===== config.mk =====
export PLATFORM = sky130hd
export DESIGN_NAME = netbios_name_query_responder_core_flat
export DESIGN_NICKNAME = d
export VERILOG_FILES = /design/src/rtl/nbns_pkg.sv /design/src/rtl/nbns_if.sv /design/src/rtl/nbns_decode.sv /design/src/rtl/netbios_name_query_responder_core.sv /design/src/flat_wrapper.sv
export SDC_FILE = /design/constraint.sdc
export NUM_CORES = 1
export LEC_CHECK = 0
export ABC_CLOCK_PERIOD_IN_PS = 8600
export BUFFER_PORTS_ARGS = -buffer_cell sky130_fd_sc_hd__buf_2
export CORE_ASPECT_RATIO = 1.4
export CORE_MARGIN = 8
export CORE_UTILIZATION = 23
export DETAILED_ROUTE_END_ITERATION = 8
export GPL_ROUTABILITY_DRIVEN = 0
export GPL_TIMING_DRIVEN = 0
export PLACE_DENSITY = 0.34
export RECOVER_POWER = 25
export REMOVE_ABC_BUFFERS = 1
export SYNTH_ARGS = -nofsm -noshare
export SYNTH_HDL_FRONTEND = slang
export SYNTH_SLANG_ARGS = --single-unit

===== constraint.sdc =====
create_clock -name clk_i -period 8.6 [get_ports clk_i]
set_clock_uncertainty 0.15 [all_clocks]
set_input_delay 2.58 -clock clk_i [delete_from_list [all_inputs] [get_ports clk_i]]
set_output_delay 2.58 -clock clk_i [all_outputs]
set_load 0.01 [all_outputs]

===== src/rtl/nbns_pkg.sv =====
// Shared types and constants of the NetBIOS name-query responder.
// No dependencies; the decoder, the core and the testbench take names from here by scope.
package nbns_pkg;

  localparam int unsigned NameChars = 16;
  localparam int unsigned ReqLen    = 50;
  localparam int unsigned RespLen   = 62;
  localparam int unsigned EncFirst  = 13;
  localparam int unsigned EncLast   = 45;

  localparam int unsigned CntW = $clog2(NameChars + 1);
  localparam int unsigned PosW = $clog2(ReqLen + 1);
  localparam int unsigned IdxW = $clog2(RespLen);

  localparam logic [7:0]  RespFlagsHi = 8'h85;
  localparam logic [7:0]  RespDataLen = 8'd6;
  localparam logic [31:0] TtlReset    = 32'd10;

  typedef enum logic [7:0] {
    REG_NAME_FIRST  = 8'd0,
    REG_NAME_SECOND = 8'd1,
    REG_OWN_ADDR    = 8'd2,
    REG_LIFETIME    = 8'd3
  } reg_idx_e;

  typedef struct packed {
    logic [3:0]      high;
    logic            phase;
    logic [CntW-1:0] cnt;
    logic            fin;
    logic            ended;
    logic            mis;
    logic            ill;
  } dec_t;

endpackage


===== src/rtl/nbns_if.sv =====
// Handshake channel interfaces of the responder: receive, transmit, register write.
// Depends on nothing.
interface nbns_rx_if;
  logic       valid;
  logic       ready;
  logic [7:0] rx_byte;
  logic       rx_last;
  modport source (output valid, rx_byte, rx_last, input ready);
  modport sink   (input valid, rx_byte, rx_last, output ready);
endinterface

interface nbns_tx_if;
  logic       valid;
  logic       ready;
  logic [7:0] tx_byte;
  logic       tx_last;
  modport source (output valid, tx_byte, tx_last, input ready);
  modport sink   (input valid, tx_byte, tx_last, output ready);
endinterface

interface nbns_cfg_if;
  logic        valid;
  logic        ready;
  logic [7:0]  index;
  logic [63:0] data;
  modport source (output valid, index, data, input ready);
  modport sink   (input valid, index, data, output ready);
endinterface


===== src/rtl/nbns_decode.sv =====
// First-level name decoder and name compare: next decode state for one request byte.
// Depends on nbns_pkg.
module nbns_decode (
  input  nbns_pkg::dec_t                 state_i,
  input  logic [nbns_pkg::PosW-1:0]      pos_i,
  input  logic [7:0]                     byte_i,
  input  logic [8*nbns_pkg::NameChars-1:0] name_i,
  output nbns_pkg::dec_t                 state_o
);

  localparam logic [7:0] ChA   = 8'h41;
  localparam logic [7:0] ChZ   = 8'h5A;
  localparam logic [7:0] ChDot = 8'h2E;
  localparam logic [7:0] ChSp  = 8'h20;
  localparam logic [7:0] ChNul = 8'h00;
  localparam int unsigned N    = nbns_pkg::NameChars;

  logic [7:0] name_chr [N];

  always_comb begin
    for (int i = 0; i < N; i++) begin
      name_chr[i] = name_i[8*(N-1-i) +: 8];
    end
  end

  function automatic logic [7:0] fold(input logic [7:0] c);
    fold = (c >= ChA && c <= ChZ) ? c + 8'd32 : c;
  endfunction

  always_comb begin
    nbns_pkg::dec_t s;
    logic [7:0] d;
    logic [7:0] ch;
    logic [7:0] want;
    logic       letter;
    s      = state_i;
    d      = byte_i - ChA;
    letter = (byte_i >= ChA) && (byte_i <= ChZ);
    ch     = {s.high[3:1], s.high[0] | d[4], d[3:0]};
    want   = name_chr[s.cnt[$clog2(N)-1:0]];
    if (pos_i >= nbns_pkg::PosW'(nbns_pkg::EncFirst) &&
        pos_i <= nbns_pkg::PosW'(nbns_pkg::EncLast) && !s.ended && !s.ill) begin
      if (!s.phase) begin
        if (byte_i == ChNul || byte_i == ChDot) begin
          s.ended = 1'b1;
          if (!s.fin) begin
            s.fin = 1'b1;
            if (s.cnt < nbns_pkg::CntW'(N) && want != ChNul) s.mis = 1'b1;
          end
        end else if (!letter) begin
          s.ill = 1'b1;
        end else begin
          s.high  = d[3:0];
          s.phase = 1'b1;
        end
      end else if (!letter) begin
        s.ill = 1'b1;
      end else begin
        s.phase = 1'b0;
        if (s.cnt < nbns_pkg::CntW'(N) && !s.fin) begin
          if (ch == ChNul || ch == ChSp) begin
            s.fin = 1'b1;
            if (want != ChNul) s.mis = 1'b1;
          end else begin
            s.cnt = s.cnt + 1'b1;
            if (want == ChNul || fold(ch) != fold(want)) s.mis = 1'b1;
          end
        end
      end
      want = name_chr[s.cnt[$clog2(N)-1:0]];
      if (pos_i == nbns_pkg::PosW'(nbns_pkg::EncLast) && !s.ended && !s.ill) begin
        if (s.phase) begin
          s.ill = 1'b1;
        end else begin
          s.ended = 1'b1;
          if (!s.fin) begin
            s.fin = 1'b1;
            if (s.cnt < nbns_pkg::CntW'(N) && want != ChNul) s.mis = 1'b1;
          end
        end
      end
    end
    state_o = s;
  end

endmodule


===== src/rtl/netbios_name_query_responder_core.sv =====
// Top level of the NetBIOS name-query responder: request store, decode state, reply sequencer.
// Depends on nbns_pkg, nbns_if (channel interfaces) and nbns_decode.
//
//  channel | dir | payload              | role
//  rx_i    | in  | rx_byte[8], rx_last  | request payload, one byte per transaction
//  tx_o    | out | tx_byte[8], tx_last  | response payload, 62 transactions per reply
//  cfg_i   | in  | index[8], data[64]   | register write
//
// Request bytes stream back to back while no reply is pending.
// A reply emits 62 bytes, one per cycle while tx_o takes them, fetched through the store's
// single read port into a read register ahead of the output register.
// rx_i is held off from the final byte of a replying request until the last reply byte
// has left. tx_o stalls freeze the read pipeline in place. No clearing pass after reset.
module netbios_name_query_responder_core (
  input  logic         clk_i,
  input  logic         rst_ni,
  nbns_rx_if.sink      rx_i,
  nbns_tx_if.source    tx_o,
  nbns_cfg_if.sink     cfg_i
);

  localparam int unsigned PosW = nbns_pkg::PosW;
  localparam int unsigned IdxW = nbns_pkg::IdxW;

  logic [63:0] name0_q, name1_q;
  logic [31:0] addr_q, ttl_q;

  logic [7:0] mem [nbns_pkg::ReqLen];
  logic [7:0] rd_q;

  logic [PosW-1:0] pos_q, pos_d;
  logic            hdr_bad_q, hdr_bad_d;
  nbns_pkg::dec_t  dec_q, dec_d;

  logic            iss_q;
  logic [IdxW-1:0] k_q;
  logic            a_vld_q;
  logic [IdxW-1:0] a_idx_q;
  logic            b_vld_q;
  logic [7:0]      b_byte_q, b_byte_d;
  logic            b_last_q;

  logic rx_acc, reply, advance, busy, in_store;

  assign busy     = iss_q | a_vld_q | b_vld_q;
  assign rx_i.ready = !busy;
  assign rx_acc   = rx_i.valid && rx_i.ready;
  assign advance  = !b_vld_q || tx_o.ready;
  assign in_store = pos_q < PosW'(nbns_pkg::ReqLen);
  assign cfg_i.ready = 1'b1;

  always_ff @(posedge clk_i or negedge rst_ni) begin
    if (!rst_ni) begin
      name0_q <= '0;
      name1_q <= '0;
      addr_q  <= '0;
      ttl_q   <= nbns_pkg::TtlReset;
    end else if (cfg_i.valid && cfg_i.ready) begin
      unique case (cfg_i.index)
        nbns_pkg::REG_NAME_FIRST:  name0_q <= cfg_i.data;
        nbns_pkg::REG_NAME_SECOND: name1_q <= cfg_i.data;
        nbns_pkg::REG_OWN_ADDR:    addr_q  <= cfg_i.data[31:0];
        nbns_pkg::REG_LIFETIME:    ttl_q   <= cfg_i.data[31:0];
        default: ;
      endcase
    end
  end

  nbns_decode u_decode (
    .state_i (dec_q),
    .pos_i   (pos_q),
    .byte_i  (rx_i.rx_byte),
    .name_i  ({name0_q, name1_q}),
    .state_o (dec_d)
  );

  always_comb begin
    hdr_bad_d = hdr_bad_q;
    case (pos_q)
      PosW'(2): if (rx_i.rx_byte[7:3] != '0) hdr_bad_d = 1'b1;
      PosW'(4): if (rx_i.rx_byte != 8'd0) hdr_bad_d = 1'b1;
      PosW'(5): if (rx_i.rx_byte != 8'd1) hdr_bad_d = 1'b1;
      default: ;
    endcase
    pos_d = in_store ? pos_q + 1'b1 : pos_q;
  end

  assign reply = rx_i.rx_last && (pos_d == PosW'(nbns_pkg::ReqLen)) && !hdr_bad_d &&
                 !dec_d.ill && !dec_d.mis && dec_d.fin;

  always_ff @(posedge clk_i or negedge rst_ni) begin
    if (!rst_ni) begin
      pos_q     <= '0;
      hdr_bad_q <= 1'b0;
      dec_q     <= '0;
    end else if (rx_acc) begin
      if (rx_i.rx_last) begin
        pos_q     <= '0;
        hdr_bad_q <= 1'b0;
        dec_q     <= '0;
      end else begin
        pos_q     <= pos_d;
        hdr_bad_q <= hdr_bad_d;
        if (in_store) dec_q <= dec_d;
      end
    end
  end

  always_ff @(posedge clk_i) begin
    if (rx_acc && in_store) mem[pos_q] <= rx_i.rx_byte;
    if (advance && iss_q && k_q < IdxW'(nbns_pkg::ReqLen)) rd_q <= mem[k_q];
  end

  always_ff @(posedge clk_i or negedge rst_ni) begin
    if (!rst_ni) begin
      iss_q   <= 1'b0;
      k_q     <= '0;
      a_vld_q <= 1'b0;
      b_vld_q <= 1'b0;
    end else begin
      if (rx_acc && reply) begin
        iss_q <= 1'b1;
        k_q   <= '0;
      end else if (advance && iss_q) begin
        k_q <= k_q + 1'b1;
        if (k_q == IdxW'(nbns_pkg::RespLen - 1)) iss_q <= 1'b0;
      end
      if (advance) begin
        a_vld_q <= iss_q;
        b_vld_q <= a_vld_q;
      end
    end
  end

  always_ff @(posedge clk_i) begin
    if (advance) begin
      a_idx_q  <= k_q;
      b_byte_q <= b_byte_d;
      b_last_q <= a_idx_q == IdxW'(nbns_pkg::RespLen - 1);
    end
  end

  always_comb begin
    case (a_idx_q) inside
      [0:1], [12:49]: b_byte_d = rd_q;
      2:              b_byte_d = nbns_pkg::RespFlagsHi;
      7:              b_byte_d = 8'd1;
      50:             b_byte_d = ttl_q[31:24];
      51:             b_byte_d = ttl_q[23:16];
      52:             b_byte_d = ttl_q[15:8];
      53:             b_byte_d = ttl_q[7:0];
      55:             b_byte_d = nbns_pkg::RespDataLen;
      58:             b_byte_d = addr_q[31:24];
      59:             b_byte_d = addr_q[23:16];
      60:             b_byte_d = addr_q[15:8];
      61:             b_byte_d = addr_q[7:0];
      default:        b_byte_d = 8'd0;
    endcase
  end

  assign tx_o.valid   = b_vld_q;
  assign tx_o.tx_byte = b_byte_q;
  assign tx_o.tx_last = b_last_q;

  a_no_rx_while_tx: assert property (@(posedge clk_i) disable iff (!rst_ni)
    rx_i.ready |-> !tx_o.valid && !iss_q)
    else $error("request accepted while a reply is pending");

  a_reply_start: assert property (@(posedge clk_i) disable iff (!rst_ni)
    rx_acc && reply |=> iss_q && k_q == '0 && !a_vld_q && !b_vld_q)
    else $error("reply sequencer did not start cleanly");

  a_idle_after_last: assert property (@(posedge clk_i) disable iff (!rst_ni)
    tx_o.valid && tx_o.ready && tx_o.tx_last |=> rx_i.ready)
    else $error("responder not idle after final reply byte");

  a_last_index: assert property (@(posedge clk_i) disable iff (!rst_ni)
    a_vld_q |-> a_idx_q <= IdxW'(nbns_pkg::RespLen - 1))
    else $error("reply index beyond response length");

endmodule


===== src/flat_wrapper.sv =====
// flat-port wrapper written by rule: the top's interface ports become plain ports
module netbios_name_query_responder_core_flat 
  (clk_i, rst_ni, rx_i_valid, rx_i_rx_byte, rx_i_rx_last, rx_i_ready, tx_o_valid, tx_o_tx_byte, tx_o_tx_last, tx_o_ready, cfg_i_valid, cfg_i_index, cfg_i_data, cfg_i_ready);
  nbns_rx_if rx_i_i ();
  nbns_tx_if tx_o_i ();
  nbns_cfg_if cfg_i_i ();
  input  logic clk_i;
  input  logic rst_ni;
  input wire logic [$bits(rx_i_i.valid)-1:0] rx_i_valid;
  input wire logic [$bits(rx_i_i.rx_byte)-1:0] rx_i_rx_byte;
  input wire logic [$bits(rx_i_i.rx_last)-1:0] rx_i_rx_last;
  output wire logic [$bits(rx_i_i.ready)-1:0] rx_i_ready;
  output wire logic [$bits(tx_o_i.valid)-1:0] tx_o_valid;
  output wire logic [$bits(tx_o_i.tx_byte)-1:0] tx_o_tx_byte;
  output wire logic [$bits(tx_o_i.tx_last)-1:0] tx_o_tx_last;
  input wire logic [$bits(tx_o_i.ready)-1:0] tx_o_ready;
  input wire logic [$bits(cfg_i_i.valid)-1:0] cfg_i_valid;
  input wire logic [$bits(cfg_i_i.index)-1:0] cfg_i_index;
  input wire logic [$bits(cfg_i_i.data)-1:0] cfg_i_data;
  output wire logic [$bits(cfg_i_i.ready)-1:0] cfg_i_ready;
  assign rx_i_i.valid = rx_i_valid;
  assign rx_i_i.rx_byte = rx_i_rx_byte;
  assign rx_i_i.rx_last = rx_i_rx_last;
  assign rx_i_ready = rx_i_i.ready;
  assign tx_o_valid = tx_o_i.valid;
  assign tx_o_tx_byte = tx_o_i.tx_byte;
  assign tx_o_tx_last = tx_o_i.tx_last;
  assign tx_o_i.ready = tx_o_ready;
  assign cfg_i_i.valid = cfg_i_valid;
  assign cfg_i_i.index = cfg_i_index;
  assign cfg_i_i.data = cfg_i_data;
  assign cfg_i_ready = cfg_i_i.ready;
  netbios_name_query_responder_core u_core (.clk_i(clk_i), .rst_ni(rst_ni), .rx_i(rx_i_i), .tx_o(tx_o_i), .cfg_i(cfg_i_i));
endmodule

==> results.cfg, run 1 <==
[global_route]
grt_pass1_vias = 16700
grt_start_max_net_pins = 108
gr-usage-all-layers_pct = 12.9
overflow = 0
grt_pass1_wl_microns = 125000
grt_antenna_before_repair = 1

[clock_network]
cts-root-buf = clkbuf_16
hold_buffers = 0
cts_setup_buffers = 0
cts_buffers = 70
cts_resized = 0
path_clk_slew_ns = 0.06
cts_tree = yes
htreeDepth = 3
clock_latency_ns = 0.64
cts.path.max_buffers = 3
cts.sinks = 645

[die]
rows = 151
start_util_pct = 23.1
die-area_sq_mm = 0.133
die_y_microns = 428
core_area_sq_mm = 0.121
dieWidth_microns = 310
io_pins = 98

[logic_synthesis]
synth_cell_types = 69
synth_area_sq_mm = 0.0278
ys_warn_count = 0
yosys-top-cells-count = edfxtp_1, dfrtp_1, mux2_2
yosysTopAreaCell = edfxtp_1
synth_seq_cells = 645
synth.most_common_cell = edfxtp_1
yosysSeqAreaShare_pct = 65.6
synth_top_area_share_pct = 45.6
synthesis.instances = 1639
synth_flop_cell = edfxtp_1
synth.avg_cell_area_sq_um = 17.0
synth_edf_count = 423
ys_async_sr_fraction_pct = 34.4
synthTopCellsByArea = edfxtp_1, dfrtp_1, mux4_2, mux2_2, mux4_1

[min_path]
hold_depth = 2
hold_start = u_core.a_vld_q
hold_class = flip-flop to flip-flop
worstHoldEndpoint = u_core.tx_o.valid

[route]
wl_microns = 85600
ant_nets = 0
viasPerCell = 4.53
num_vias = 15400
drc = 0
drt_iter0_markers = 975
firstDrtPassIters = 8
wl_per_cell_microns = 25.2

[placement]
place_ws_ns = 1.20
placed_cell_area_sq_mm = 0.0306
io_buffers = 96
dp_cells = 3280
dp.final_hpwl_microns = 59200

[power]
leakagePower_nw = 11.7
vdd_ir_drop_max_uv = 123
power.total_w = 0.00696
powerDensity_mw_per_mm2 = 212

[worst_setup_path]
worstSetupEndpointType = flip-flop
startpoint_type = input port
path_max_fanout = 53
rrSetupSlack_ns = 4.07
worst_r2r_endpoint = u_core.k_q[1]
worstPathArrival_ns = 7.14
reg2regPathDepth = 11
crit_required_ns = 8.99
rr_startpoint = u_core.dec_q[4]
worstSetupPathType = input port to flip-flop

[layout]
n_antenna_cell = 0
design_area_sq_mm = 0.0329
layout.area.seq_sq_mm = 0.0183
fillers = 12300
layout-drive-gt1-share_pct = 33.4
final_cells = 3401
layout.nets = 1848
multiInputGateArea_sq_mm = 0.00925
area_delta_synth_final_pct = 18.0

[timing]
max_freq_mhz = 148
maxSlewViolCount = 277
holdWs_ns = 0.322
fin_ws_ns = 1.85
worst_pin_slew_ns = 3.10
fin_crit_sh_pct = 78.4
grt_setup_unrepaired = no
hold_viol_final = 0
min_period_ns = 6.75
setup_violations = 0
maxSlewHeadroom_pct = -107

[status]
violations = capacitance limit, slew limit
status = finished with violations

[flow_run]
cap_violations = 6
==> kinds of logic (layout without fill, tap and decap cells) <==
logic type,count (synthesis),in the layout,share of synthesized area (%)
compound gates,148,148,3.75
xor+xnor,21,21,0.660
fa+ha+maj,15,15,0.674
buf+inv,103,259,1.47
flops,645,645,65.6
mux,376,376,21.9
other cells,1,1,0.0135
simple gates,330,330,5.95
==> metrics by stage <==
step / setup TNS [ns] / utilization, %
after floorplan: -41.10 / -
after global placement: -285.32 / 24.9
after detailed placement: 0 / 25.4
after CTS: 0 / 27.3
after global routing: 0 / 27.3
final: 0 / 27.3
==> worst max-delay path, stage by stage <==
cell	delay (ns)
clkbuf_1	1.81
nor2b_1	0.27
a22o_1	0.23
and4_1	0.47
nand2_1	0.29
o221a_2	0.31
o211ai_1	0.20
a41oi_2	0.20
nand2_1	0.21
a31oi_4	0.16
a211oi_1	0.32
==> routing by layer <==
layer | vias to the layer above | share of wire [%] | track usage (%)
met5 | - | 0.015 | 0
met4 | 2 | 2.9 | 4.49
met3 | 107 | 3.2 | 1.83
met2 | 280 | 55 | 24.6
met1 | 8253 | 38 | 14.6
li1 | 6772 | - | -
==> flip-flops by register name, summed over array words and instances (netlist names), 6 cells and up <==
signal and flops:
u_core.mem 400, u_core.name0_q 64, u_core.name1_q 64, u_core.addr_q 32
u_core.ttl_q 32, u_core.dec_q 14, u_core.rd_q 8, u_core.tx_o.tx_byte 8
u_core.a_idx_q 6, u_core.k_q 6, u_core.pos_q 6
==> worst max-delay path by stage <==
stage	cells past startpoint	startpoint	to	slack [ns]
after floorplan	4	cfg_i_index[4]	u_core.name0_q[0]	-0.64
after global placement	5	cfg_i_index[4]	u_core.name0_q[38]	-4.46
after detailed placement	13	rx_i_rx_byte[1]	u_core.k_q[1]	1.20
after CTS	13	rx_i_rx_byte[1]	u_core.k_q[1]	1.90
after global routing	11	rx_i_rx_byte[6]	u_core.k_q[1]	1.43
final	11	rx_i_rx_byte[6]	u_core.k_q[1]	1.85
==> cells in the final DEF (no fill, tap or decap), types with 15 or more instances in the layout <==
cell       instances
mux2_2           204
a21oi_1           25
nor2_1            83
clkbuf_1          21
nor4_1            44
a22oi_1           24
nand2_1           74
mux4_2           147
edfxtp_1         423
buf_2             91
inv_1             15
mux4_1            15
clkbuf_16         74
o21ai_0           30
nand3_1           32
dfrtp_1          218
ha_1              15
nor3_1            15
==> power breakdown <==
part           leakage (nW)  switching (W)  internal [W]
clock                  1.13        0.00128       0.00186
combinational          3.71       0.000242      0.000153
sequential             6.90      0.0000572       0.00337
total                  11.7        0.00158       0.00538
==> area by class of cell <==
type | instances | share of cell area (%)
Multi-Input combinational cell | 891 | 28.1
Clock buffer | 91 | 5.89
Sequential cell | 645 | 55.6
Inverter | 15 | 0.171
Timing Repair Buffer | 124 | 2.92
Tap cell | 1606 | 6.12
Clock inverter | 29 | 1.17
Note: power is estimated with default switching activity, not from simulation.
==> run 2, diff against run 1 <==
--- a/config.mk
+++ b/config.mk
@@ -5,7 +5,8 @@
 export SDC_FILE = /design/constraint.sdc
 export NUM_CORES = 1
 export LEC_CHECK = 0
-export ABC_CLOCK_PERIOD_IN_PS = 8600
+export ABC_AREA = 1
+export ABC_CLOCK_PERIOD_IN_PS = 6500
 export BUFFER_PORTS_ARGS = -buffer_cell sky130_fd_sc_hd__buf_2
 export CORE_ASPECT_RATIO = 1.4
 export CORE_MARGIN = 8
==> constraint.sdc (replaced) <==
create_clock -name clk_i -period 6.5 [get_ports clk_i]
set_clock_uncertainty 0.15 [all_clocks]
set_input_delay 1.95 -clock clk_i [delete_from_list [all_inputs] [get_ports clk_i]]
set_output_delay 1.95 -clock clk_i [all_outputs]
set_load 0.01 [all_outputs]
==> run 2 against run 1 <==
The flow still finishes with violations (capacitance limit, slew limit). Largest cell class unchanged. Clock-buffer cell count increased by 9. Highest routed layer is now met4. Flip-flop and latch count stayed put. Worst hold slack improved by 0.015 ns. Register-to-register slack worse by 2.0 ns. Area after synthesis increased by 2.5%. Synthesized cell count is 76% higher.
==> results.cfg, run 2 <==
[global_route]
grt_start_max_net_pins = 135
grt_use_met3_pct = 1.87
grt_pass1_vias = 21400
grt_pass1_wl_microns = 144000
gr-usage-all-layers_pct = 13.9
overflow = 0
grt_antenna_before_repair = 1
groute.layer.met1.usage_pct = 16.9
busiest_layer = met2
grtUsageMet2_pct = 25.0

[worst_setup_path]
path_max_fanout = 56
rr_startpoint = u_core.tx_o.valid
cp_cell_sequence = buf_2 -> inv_1 -> ha_1 -> nand2_1 -> nand2_1 -> nor2_2 -> nand3_4 -> nand2_4 -> nand2_1 -> nand2_1 -> o21ai_0 -> nand3_1 -> nand3_1 -> nand3_1 -> nand3_1 -> nand3_1 -> nand2_2 -> nand3_4 -> nand2_1
rrSetupSlack_ns = 2.08
cp-startpoint = rx_i_rx_byte[0]
cp_top_family = simple AND/OR/NAND/NOR gates
critPathMaxStageDelay_ns = 0.90
crit_required_ns = 6.85
worstSetupEndpointType = flip-flop
startpoint_type = input port
cp_num_buf_inv = 2
worstPathArrival_ns = 5.71
critPathSlowestCell = buf_2
worstSetupPathType = input port to flip-flop

[timing]
maxSlewViolCount = 175
fin_crit_sh_pct = 82.5
grt_setup_unrepaired = no
holdWs_ns = 0.337
min_period_ns = 5.36
setup_violations = 0
max_freq_mhz = 187
maxSlewHeadroom_pct = -92.4
hold_viol_final = 0
tns_ns = 0
worst_pin_slew_ns = 2.89

[die]
dieWidth_microns = 314
start_util_pct = 23.1
die-area_sq_mm = 0.136
die_y_microns = 433
rows = 153
io_pins = 98
core_area_sq_mm = 0.124

[placement]
io_buffers = 96
dp.final_hpwl_microns = 63300

[route]
drt_iter0_markers = 1566
firstDrtPassIters = 6
viasPerCell = 4.57
drc = 0
ant_nets = 0
num_vias = 21100
wl_microns = 96900
wl_per_cell_microns = 21.0

[flow_run]
cap_violations = 3

[min_path]
hold_start = u_core.addr_q[9]
hold_class = flip-flop to flip-flop

[layout]
multiInputGateArea_sq_mm = 0.00878
final_common_cell = nand2_1
area_delta_synth_final_pct = 16.4
top_regs = u_core.mem (400), u_core.name0_q (64), u_core.name1_q (64)
final_cell_mix = nand2_1, o21ai_0, edfxtp_1, nor2_1, inv_1
layout.area.seq_sq_mm = 0.0183
layout-drive-gt1-share_pct = 8.94
largest_register_ffs = 400
fillers = 13100
n_antenna_cell = 0
largest_register = u_core.mem
layout.nets = 3029

[logic_synthesis]
synth_area_sq_mm = 0.0286
yosysTopAreaCell = edfxtp_1
synth_cell_types = 51
yosysSeqAreaShare_pct = 63.9
synth_top_area_share_pct = 44.5
synth.most_common_cell = nand2_1
ys_async_sr_fraction_pct = 34.4
synthTopCellsByArea = edfxtp_1, dfrtp_1, o21ai_0, nand2_1, nor2_1
synth_edf_count = 423
synth_flop_cell = edfxtp_1
yosys-top-cells-count = nand2_1, o21ai_0, edfxtp_1
ys_warn_count = 0
synth.avg_cell_area_sq_um = 9.88
synthesis.instances = 2890
synth_seq_cells = 645

[status]
violations = capacitance limit, slew limit
status = finished with violations

[clock_network]
htreeDepth = 3
cts_setup_buffers = 0
cts_tree = yes
path_clk_slew_ns = 0.06
cts_resized = 0
cts_buffers = 74
cts.path.max_buffers = 3
hold_buffers = 0
cts.sinks = 645
clock_latency_ns = 0.63
cts-root-buf = clkbuf_16

[power]
leakagePower_nw = 12.8
vdd_ir_drop_max_uv = 243
powerDensity_mw_per_mm2 = 325
-- run 2: cell count changes after synthesis, moves of 32 or more --
cell | previous run | this run
mux2_2 | 204 | 0
nor2_1 | 83 | 328
inv_1 | 15 | 232
nand4_1 | 11 | 43
nand3_1 | 33 | 190
o22ai_1 | 4 | 109
mux4_2 | 147 | 0
clkbuf_1 | 66 | 118
nand2_1 | 74 | 544
a21oi_1 | 25 | 58
o21ai_0 | 30 | 438
-- run 2: report_power, final --
part / leakage [nW] / total, W / internal, W / switching, W
registers: 6.90 / 0.00463 / 0.00452 / 0.000109
logic: 4.73 / 0.00198 / 0.000539 / 0.00145
clock network: 1.17 / 0.00419 / 0.00244 / 0.00174
total: 12.8 / 0.0108 / 0.00750 / 0.00330
-- run 2: worst reg2reg max path, cell delays in order, from the launching register on --
cell and delay, ns:
dfrtp_1 0.50, nor3_1 0.67, nand2_1 0.33, nor2_1 0.62, nand3_1 0.78, nor2_1 0.99
-- run 2: layer usage --
metal  vias up  part of all wire [%]
li1      10000                     -
met1     10400                    42
met2       490                    51
met3       151                   3.8
met4         0                   3.5
met5         -                     0
-- run 2: path summary, 6_finish.rpt --
kind                                    endpoint  cells past startpoint
worst max-delay path                u_core.iss_q                     19
worst min-delay path            u_core.addr_q[9]                      2
worst max register to register  u_core.mem[8][1]                      5
worst min register to register  u_core.addr_q[9]                      2
max in group asynchronous          u_core.k_q[0]                      1
min in group asynchronous       u_core.ttl_q[15]                      1
-- run 2: cell type report --
| class | instances | share of cell area (%) |
|---|---|---|
| clock buffer | 100 | 6.24 |
| multi-input combinational | 1847 | 26.4 |
| sequential | 645 | 54.9 |
| inverter | 247 | 2.83 |
| timing repair buffer | 113 | 2.50 |
| tap | 1627 | 6.12 |
| clock inverter | 33 | 0.930 |
-- run 2: kinds of logic after synthesis --
kind of cell,after synthesis,share of synthesized area [%]
buf+inv,398,5.54
fa+ha+maj,15,0.657
xor+xnor,13,0.425
other cells,1,0.0131
flops,645,63.9
compound gates,637,11.9
simple gates,1181,17.5
-- run 2: per-stage QoR --
step / setup slack, ns / instance area [sq um] / power, W / cells / utilization [%]
after floorplan: -1.39 / 27900 / 0.00577 / 2739 / -
after global placement: -11.04 / 30400 / 0.00672 / 4462 / 24.6
after detailed placement: 0.458 / 30900 / 0.00675 / 4479 / 25.0
after CTS: 1.13 / 33300 / 0.0110 / 4612 / 26.9
after global routing: 0.803 / 33200 / 0.0113 / 4612 / 26.9
final: 1.14 / 33200 / 0.0108 / 4612 / 26.9
==> run 3, diff against run 2 <==
--- a/config.mk
+++ b/config.mk
@@ -6,7 +6,7 @@
 export NUM_CORES = 1
 export LEC_CHECK = 0
 export ABC_AREA = 1
-export ABC_CLOCK_PERIOD_IN_PS = 6500
+export ABC_CLOCK_PERIOD_IN_PS = 4760
 export BUFFER_PORTS_ARGS = -buffer_cell sky130_fd_sc_hd__buf_2
 export CORE_ASPECT_RATIO = 1.4
 export CORE_MARGIN = 8
@@ -14,7 +14,7 @@
 export DETAILED_ROUTE_END_ITERATION = 8
 export GPL_ROUTABILITY_DRIVEN = 0
 export GPL_TIMING_DRIVEN = 0
-export PLACE_DENSITY = 0.34
+export PLACE_DENSITY = 0.35
 export RECOVER_POWER = 25
 export REMOVE_ABC_BUFFERS = 1
 export SYNTH_ARGS = -nofsm -noshare
==> constraint.sdc (replaced) <==
create_clock -name clk_i -period 4.76 [get_ports clk_i]
set_clock_uncertainty 0.15 [all_clocks]
set_input_delay 1.428 -clock clk_i [delete_from_list [all_inputs] [get_ports clk_i]]
set_output_delay 1.428 -clock clk_i [all_outputs]
set_load 0.01 [all_outputs]
==> run 3 against run 2 <==
The flow still finishes with violations (capacitance limit, slew limit). Critical path depth decreased by 14. Setup slack worse by 1.0 ns. Critical endpoint is now u_core.mem[8][3]. Total power grew 36%.
==> results.cfg, run 3 (synthesized netlist as in run 2, its figures left out) <==
[global_route]
groute.layer.met1.usage_pct = 16.6
grt_pass1_wl_microns = 142000
gr-usage-all-layers_pct = 13.9
grt_pass1_vias = 21500
grt_antenna_before_repair = 1
grt_use_met3_pct = 1.89
busiest_layer = met2
overflow = 0
grtUsageMet2_pct = 24.9
grt_start_max_net_pins = 132

[status]
status = finished with violations
violations = capacitance limit, slew limit

[layout]
final_cell_mix = nand2_1, o21ai_0, edfxtp_1, nor2_1, inv_1
largest_register = u_core.mem
layout.nets = 3035
area_delta_synth_final_pct = 16.6
layout-drive-gt1-share_pct = 9.19
final_common_cell = nand2_1
final_cells = 4619
largest_register_ffs = 400
top_regs = u_core.mem (400), u_core.name0_q (64), u_core.name1_q (64)

[clock_network]
clock_latency_ns = 0.64
cts-root-buf = clkbuf_16
cts.path.max_buffers = 3
cts_buffers = 76
cts.sinks = 645
cts_setup_buffers = 0
hold_buffers = 0
htreeDepth = 3
cts_tree = yes
path_clk_slew_ns = 0.06

[timing]
tns_ns = 0
holdWs_ns = 0.330
setup_violations = 0
fin_crit_sh_pct = 97.3
min_period_ns = 4.63
maxSlewHeadroom_pct = -50.2
hold_viol_final = 0
fin_ws_ns = 0.130
grt_setup_unrepaired = yes
maxSlewViolCount = 244
worst_pin_slew_ns = 2.25
max_freq_mhz = 216

[die]
io_pins = 98
core_area_sq_mm = 0.124
die_y_microns = 433
rows = 153
dieWidth_microns = 314
start_util_pct = 23.1
die-area_sq_mm = 0.136

[route]
wl_microns = 96300
firstDrtPassIters = 7
drc = 0
wl_per_cell_microns = 20.9
drt_iter0_markers = 1415
num_vias = 21000
ant_nets = 0
viasPerCell = 4.55

[placement]
dp.final_hpwl_microns = 63300
io_buffers = 96
dp_cells = 4483
place_ws_ns = -0.823

[worst_setup_path]
cp-startpoint = u_core.tx_o.valid
startpoint_type = flip-flop
rr_startpoint = u_core.tx_o.valid
rrSetupSlack_ns = 0.13
worstSetupEndpointType = flip-flop
worstPathArrival_ns = 4.72
crit_required_ns = 4.85
worst_r2r_endpoint = u_core.mem[8][3]
crit_end = u_core.mem[8][3]
reg2regPathDepth = 5
path_max_fanout = 8
worstSetupPathType = flip-flop to flip-flop

[power]
internal_power_w = 0.0103
seqPwrFrac_pct = 43.3
vdd_ir_drop_max_uv = 295
clockPowerShare_pct = 38.8
leakagePower_nw = 12.8
pwr-share-comb_pct = 17.9
powerDensity_mw_per_mm2 = 442
swShare_pct = 30.2
net-switching-power_w = 0.00445

[min_path]
hold_class = flip-flop to flip-flop

[flow_run]
cap_violations = 3
[run 3: cell types whose count changed in the layout (fill, tap and decap cells not counted), sizes merged]
cell,previous run,this run
diode,0,1
clkbuf,102,109
bufinv,5,4
buf,111,113
inv,248,246
[run 3: through the flow]
| step | area [sq um] | power, W | util (%) |
|---|---|---|---|
| after floorplan | 27900 | 0.00787 | - |
| after global placement | 30400 | 0.00893 | 24.6 |
| after detailed placement | 30900 | 0.00919 | 25.0 |
| after CTS | 33300 | 0.0150 | 27.0 |
| after global routing | 33300 | 0.0154 | 26.9 |
| final | 33300 | 0.0147 | 26.9 |
[run 3: worst min path at each step]
stage | startpoint | endpoint | slack (ns) | depth (start not counted)
after floorplan | u_core.a_vld_q | u_core.tx_o.valid | 0.30 | 2
after global placement | u_core.ttl_q[25] | u_core.ttl_q[25] | 0.31 | 2
after detailed placement | u_core.name1_q[24] | u_core.name1_q[24] | 0.32 | 2
after CTS | u_core.addr_q[19] | u_core.addr_q[19] | 0.34 | 2
after global routing | u_core.name1_q[29] | u_core.name1_q[29] | 0.36 | 2
final | u_core.name1_q[24] | u_core.name1_q[24] | 0.33 | 2
[run 3: final cells by class]
cell class	count	area, sq um
clock buffers	105	2140
repair buffers	117	857
flip-flops and latches	645	18300
well taps	1627	2040
fillers	13100	90400
diodes	1	2.50
inverters	247	940
clock inverters	30	268
multi-input cells	1847	8790
[run 3: layer usage]
layer,part of all wire (%),up-vias
met5,0,-
met4,3.8,0
met3,4.1,154
met2,51,499
met1,41,10300
li1,-,10100
[run 3: critical path, cell delays in order, from the launching register on]
cell and delay (ns):
dfrtp_1 0.50, nor3_1 0.84, nand2_1 0.43, nor2_1 0.59
nand3_1 0.77, nor2_1 0.96
[run 3: power by group through the flow]
stage               Clock, W  Sequential, W  Combinational [W]
floorplan                  0        0.00652            0.00135
global placement           0        0.00670            0.00223
detailed placement         0        0.00648            0.00270
CTS                  0.00592        0.00637            0.00271
global route         0.00612        0.00639            0.00294
finish               0.00571        0.00637            0.00263
[run 3: timing repair]
action,CTS,global route
resized for setup,1,5
gates cloned,0,0
endpoints found under the setup margin,8,63
